File: src/yaz0d_pkg.sv
package yaz0d_pkg;

  // Request kinds on the input channel
  localparam logic [1:0] KIND_CODE    = 2'd0;
  localparam logic [1:0] KIND_TAKE    = 2'd1;
  localparam logic [1:0] KIND_SKIP    = 2'd2;
  localparam logic [1:0] KIND_RESTART = 2'd3;

  // Result status codes
  localparam logic [2:0] ST_ACCEPT  = 3'd0;
  localparam logic [2:0] ST_DELIVER = 3'd1;
  localparam logic [2:0] ST_SKIP    = 3'd2;
  localparam logic [2:0] ST_EMPTY   = 3'd3;
  localparam logic [2:0] ST_REFUSE  = 3'd4;
  localparam logic [2:0] ST_RESTART = 3'd5;

  // Token constants of the compressed format
  localparam logic [8:0] SHORT_LEN_BIAS = 9'h002;
  localparam logic [8:0] LONG_LEN_BIAS  = 9'h012;

  // Request queue between front and back
  localparam int QUEUE_DEPTH = 4;
  localparam int QPTR_W      = $clog2(QUEUE_DEPTH);

  typedef struct packed {
    logic [1:0] kind;
    logic [7:0] code;
  } req_t;

  // Queue head as seen by the back part
  typedef struct packed {
    logic valid;
    req_t req;
  } head_t;

endpackage

File: src/yaz0d_front.sv
module yaz0d_front
  import yaz0d_pkg::*;
(
  input  logic       clk,
  input  logic       rst_n,
  input  logic       in_valid,
  output logic       in_stall,
  input  logic [1:0] in_kind,
  input  logic [7:0] in_code_byte,
  input  logic       busy,
  input  logic       pop,
  output head_t      head
);

  req_t              q_r [QUEUE_DEPTH];
  logic [QPTR_W-1:0] wr_ptr_r;
  logic [QPTR_W-1:0] rd_ptr_r;
  logic [QPTR_W:0]   count_r;
  logic              push;
  logic              do_pop;
  req_t              req_in;

  // Refuse requests while full or while the window is being cleared
  assign in_stall = (count_r == (QPTR_W+1)'(QUEUE_DEPTH)) || busy;
  assign push     = in_valid && !in_stall;
  assign do_pop   = pop && (count_r != '0);

  // Classify the request: only code requests carry a byte
  always_comb begin
    req_in.kind = in_kind;
    req_in.code = (in_kind == KIND_CODE) ? in_code_byte : 8'h00;
  end

  // Store incoming request
  always_ff @(posedge clk) begin
    if (push) begin
      q_r[wr_ptr_r] <= req_in;
    end
  end

  // Advance pointers and fill count
  always_ff @(posedge clk) begin
    if (!rst_n) begin
      wr_ptr_r <= '0;
      rd_ptr_r <= '0;
      count_r  <= '0;
    end else begin
      if (push) begin
        wr_ptr_r <= wr_ptr_r + QPTR_W'(1);
      end
      if (do_pop) begin
        rd_ptr_r <= rd_ptr_r + QPTR_W'(1);
      end
      case ({push, do_pop})
        2'b10:   count_r <= count_r + (QPTR_W+1)'(1);
        2'b01:   count_r <= count_r - (QPTR_W+1)'(1);
        default: count_r <= count_r;
      endcase
    end
  end

  assign head.valid = (count_r != '0);
  assign head.req   = q_r[rd_ptr_r];

endmodule

File: config.mk
export PLATFORM = sky130hd
export DESIGN_NAME = yaz0d_front
export DESIGN_NICKNAME = d
export VERILOG_FILES = /design/src/yaz0d_pkg.sv /design/src/yaz0d_front.sv
export SDC_FILE = /design/constraint.sdc
export NUM_CORES = 1
export LEC_CHECK = 0
export ABC_AREA = 1
export BUFFER_PORTS_ARGS = -buffer_cell sky130_fd_sc_hd__buf_4
export CORE_MARGIN = 3
export CORE_UTILIZATION = 60
export DETAILED_ROUTE_END_ITERATION = 8
export PLACE_DENSITY = 0.81
export SYNTH_ARGS = -nofsm -noshare
export SYNTH_HDL_FRONTEND = slang
export SYNTH_SLANG_ARGS = --single-unit
File: constraint.sdc
create_clock -name clk -period 4.22 [get_ports clk]
set_input_delay 0 -clock clk [delete_from_list [all_inputs] [get_ports clk]]
set_output_delay 0 -clock clk [all_outputs]
set_load 0.01 [all_outputs]
Word level (Yosys, flattened, before mapping):

Memory sizes are Yosys's and may differ from the RTL's. A register that Yosys moved wholly into a read port is not among the register bits.
Cells that the tools add are included.

* RAM bits: 40
* memories: 1
* output and inout port bits: 12
* logic and storage cells: 24
* bits in registers: 7

Memories
* q_r: depth 4, width 10, read ports 1, clocked after Yosys merged registers in 1, write ports 1, line yaz0d_front.sv:15 `req_t q_r [QUEUE_DEPTH];`

* reduce and logical (&&, ||, !) cells: 7
* add/subtract/negate cells: 4
* muxes and demuxes: 6
* equality and inequality tests: 3

Operator list (number)
* 8-bit 2-to-1 mux: 1
* 3-bit one-hot mux with 2 select lines: 1
* 2-bit by 1-bit adder with 2-bit output (second input constant): 2
* 2-bit 2-to-1 mux: 2
* 3-bit by 1-bit adder with 3-bit output (second input constant): 1
* 3-bit equality test (second input constant): 1
* 3-bit nonzero test: 1
* 3-bit by 1-bit subtractor with 3-bit output (second input constant): 1
* 2-bit by 1-bit equality test with 1-bit output (second input constant): 1
* 2-bit equality test (second input constant): 1
* 1-bit logical AND: 2
* 2-bit zero test: 1
* 1-bit 2-to-1 mux: 2
* 2-bit nonzero test: 1
* 1-bit zero test: 1
* 1-bit logical OR: 1

Logic depth before layout (Yosys ltp):

* depth after elaboration: 6
* depth in mapped cells: 13
* gate-level depth less buffers: 13

Least setup slack after synthesis:

Ideal clock, no wire load.

* path kind: register to register
* start: reg count_r[1]
* end: reg count_r[2]
* path buffers: 0
* clock period less this slack: 1.622 ns
* library setup time: 0.113 ns
* setup slack: 2.598 ns
* cell stages (with the launch flop): 13
* arrival time: 1.509 ns
* cell sequence: dfxtp_1 nor2_2 nand2_2 nand3_4 ha_1 inv_1 fa_1 inv_1 nand2_1 nand3_1 nand2_1 nand2_1 nor2_1

* word-level cells in the longest chain between the ends: 6
* elaborated cells on any way between the ends: 12

Ends and longest elaborated chain
* start: declaration: line yaz0d_front.sv:18 `logic [QPTR_W:0] count_r;`
* start signal: assignment: line yaz0d_front.sv:55 `2'b10: count_r <= count_r + (QPTR_W+1)'(1);`
* start signal: assignment: line yaz0d_front.sv:56 `2'b01: count_r <= count_r - (QPTR_W+1)'(1);`
* start signal: assignment: line yaz0d_front.sv:57 `default: count_r <= count_r;`
* 3-bit equality test: line yaz0d_front.sv:24 `assign in_stall = (count_r == (QPTR_W+1)'(QUEUE_DEPTH)) || busy;`
* 1-bit logical OR: line yaz0d_front.sv:24
* 1-bit zero test: line yaz0d_front.sv:25 `assign push = in_valid && !in_stall;`
* 1-bit logical AND: line yaz0d_front.sv:25
* 2-bit by 1-bit equality test with 1-bit output or 2-bit equality test (tied branches): line yaz0d_front.sv:54 `case ({push, do_pop})`
* 3-bit one-hot mux with 2 select lines or 2-bit nonzero test (tied branches)

Parallel ways exist; a longest one is shown, timed or not.
A chain may end at the register's enable or synchronous reset.

==> flow_summary.ini <==
[floorplan]
dieHeight_um = 64.73
num_rows = 20
die_x_um = 64.73
coreArea_mm2 = 0.003178
die-area_mm2 = 0.004190
io_pins = 27
initial_utilization_pct = 65.12

[logic_synthesis]
yosysSeqAreaShare_pct = 66.75
ys_top_cells_by_area = edfxtp_1, dfxtp_1, nor2_1
avgSynthCellArea_um2 = 11.01
synth_fp_nets = 209
yosys-top-cells-count = edfxtp_1, nor2_1, inv_1
syn_area_mm2 = 0.002069
ys_ff_latch = 49
yosysTopAreaCell = edfxtp_1
ys.flop_type = edfxtp_1
async_reset_ff_share_pct = 0
yosysMostFrequentCell = edfxtp_1
yosys.cell_types.count = 23
synth-edff-count = 40
yosys.area.top_type_share_pct = 58.04
synthCells = 188
yosys_warnings = 0

[sta]
final.min_clock_period_ns = 2.197
fin_skew_ns = 0.007977
fin_crit_sh_pct = 52.07
fmax_ghz = 0.4551
slew_headroom_pct = 31.91
hold_viol = 0
setup_viol = 0
finalSetupTns_ns = 0
worstMarginPinSlew_ns = 1.018
rsz0062_at_grt = false
drv_slew = 0
whs_ns = 0.009358

[routing]
dr.pass1.iters = 4
wire_per_inst_um = 15.42
drc = 0
wl_mm = 4.118
ant_nets = 0
vias = 1417
viasPerCell = 5.307
drt_iter0_drc = 67

[cts]
cts_setup_buffers = 0
numCtsBuffers = 5
clock_latency_ns = 0.36
cts_buffer_depth = 2
clk_pin_slew_ns = 0.14
htree_num_levels = 2
clockRootBuffer = clkbuf_4
clock_sinks = 49
cts_tree = done

[global_route]
met1_usage_pct = 26.94
grt_busiest_layer = met2
antenna_found_initial = 0
grt_max_degree = 22
grtUsageMet2_pct = 39.72
met3_usage_pct = 4.159
overflow = 0
grt_pass1_wl_mm = 6.969
grt_pass1_vias = 1499
grt_usage_pct = 22.21

[finish]
num-nets-final = 243
diodes = 0
fill_cells = 219
syn_to_final_growth_pct = 16.63
drive_above_1_share_pct = 18.83
final_util_pct = 75.94

[setup_path]
critical_path.max_fanout = 21
path_buf_inv = 2
arrival_ns = 2.20
endpoint_kind = primary output
slowest_delay_ns = 0.78
worstSetupPathType = reg -> out
crit_required_ns = 4.22
startpoint_type = register
crit_slowest_cell = dfxtp_1
cpLargestDelayFamily = flip-flops
path_cells = inv_1 -> o21ai_0 -> o22ai_1 -> buf_4

[placement]
gp_congestion = 0.7606
hpwl_mm = 2.680
port_buffers = 26

[min_path]
min_path_type = in -> reg

[power_and_ir_drop]
ir_worst_vdd_mv = 0.2971
powerDensity_mw_per_mm2 = 482.8
p_leak_uw = 0.0009741

[job]
cap_viol_max_count = 0

[run_status]
status = finished clean
-- metal layers --
layer / part of all wire (%) / vias up
met5: 0 / -
met4: 1.5 / 0
met3: 4.3 / 11
met2: 53 / 38
met1: 41 / 665
li1: - / 703
-- cell type report --
cell class / instances / area [um^2] / share of cell area, %
inverter: 29 / 108.9 / 4.510
timing repair buffer: 33 / 265.3 / 10.99
clock inverter: 2 / 10.01 / 0.4147
tap: 44 / 55.05 / 2.281
clock buffer: 6 / 41.29 / 1.711
sequential: 49 / 1381 / 57.23
multi-input combinational: 104 / 551.8 / 22.86
-- flip-flops by register name, indices dropped and copies added, names as in the netlist, named ones only --
signal and flops:
q_r 40, rd_ptr_r 2, count_r 3, wr_ptr_r 2
-- cells by family (layout without fill, tap and decap cells) --
logic type / after synthesis / count (layout) / share of synthesized area [%]
AOI/OAI and AO/OA: 36 / 36 / 9.432
adders and majority gates: 6 / 6 / 3.990
buffers and inverters: 35 / 70 / 6.590
DFF: 49 / 49 / 66.75
and+or+nand+nor: 62 / 62 / 13.24
-- layout by cell type (no fill, tap or decap) --
master	n
a21boi_1	1
a21oi_1	2
buf_4	26
clkbuf_1	1
clkbuf_4	5
clkinv_2	2
dfxtp_1	9
dlygate4sd3_1	7
edfxtp_1	40
fa_1	1
ha_1	5
inv_1	27
inv_2	2
nand2_1	13
nand2_2	3
nand3_1	2
nand3_4	1
nand4_1	2
nor2_1	38
nor2_2	1
nor2_4	1
o21ai_0	22
o21ai_1	1
o22ai_1	10
or2_2	1
-- tightest hold or removal path, cell delays in order --
cell and delay [ns]:
buf_4 0.11, inv_1 0.04, nor2_1 0.06
-- timing repair --
action                                 CTS  global route
hold buffers                             6             1
setup endpoints to repair                0             0
resized for setup                        0             0
endpoints found under the hold margin   17             3
-- where the power goes --
part / total [uW] / switching (uW) / leakage, uW / internal (uW)
Combinational: 357 / 207 / 0.000498 / 150
Clock: 205 / 141 / 0.0000320 / 63.8
Sequential: 604 / 43.5 / 0.000444 / 561
-- final timing paths --
kind	start	end	slack, ns	depth (start not counted)
hold reg to reg	rd_ptr_r[1]$_SDFFE_PN0P_	rd_ptr_r[1]$_SDFFE_PN0P_	0.56	2
setup reg to reg	count_r[1]$_SDFFE_PN0P_	q_r[0][1]$_DFFE_PP_	2.38	4
hold / removal	in_code_byte[4]	q_r[2][4]$_DFFE_PP_	0.009	3
setup / recovery	register	head[6]	2.02	4
-- per-stage QoR --
| step | area, um^2 | total power (uW) | instances | setup slack [ns] |
|---|---|---|---|---|
| after floorplan | 2069 | 822.5 | 188 | 2.598 |
| after global placement | 2292 | 939.5 | 252 | 2.498 |
| after detailed placement | 2292 | 963.9 | 252 | 2.391 |
| after CTS | 2404 | 1165 | 266 | 2.007 |
| after global routing | 2414 | 1234 | 267 | 1.773 |
| final | 2414 | 1165 | 267 | 2.023 |
Power figures use the tool's default switching activity.
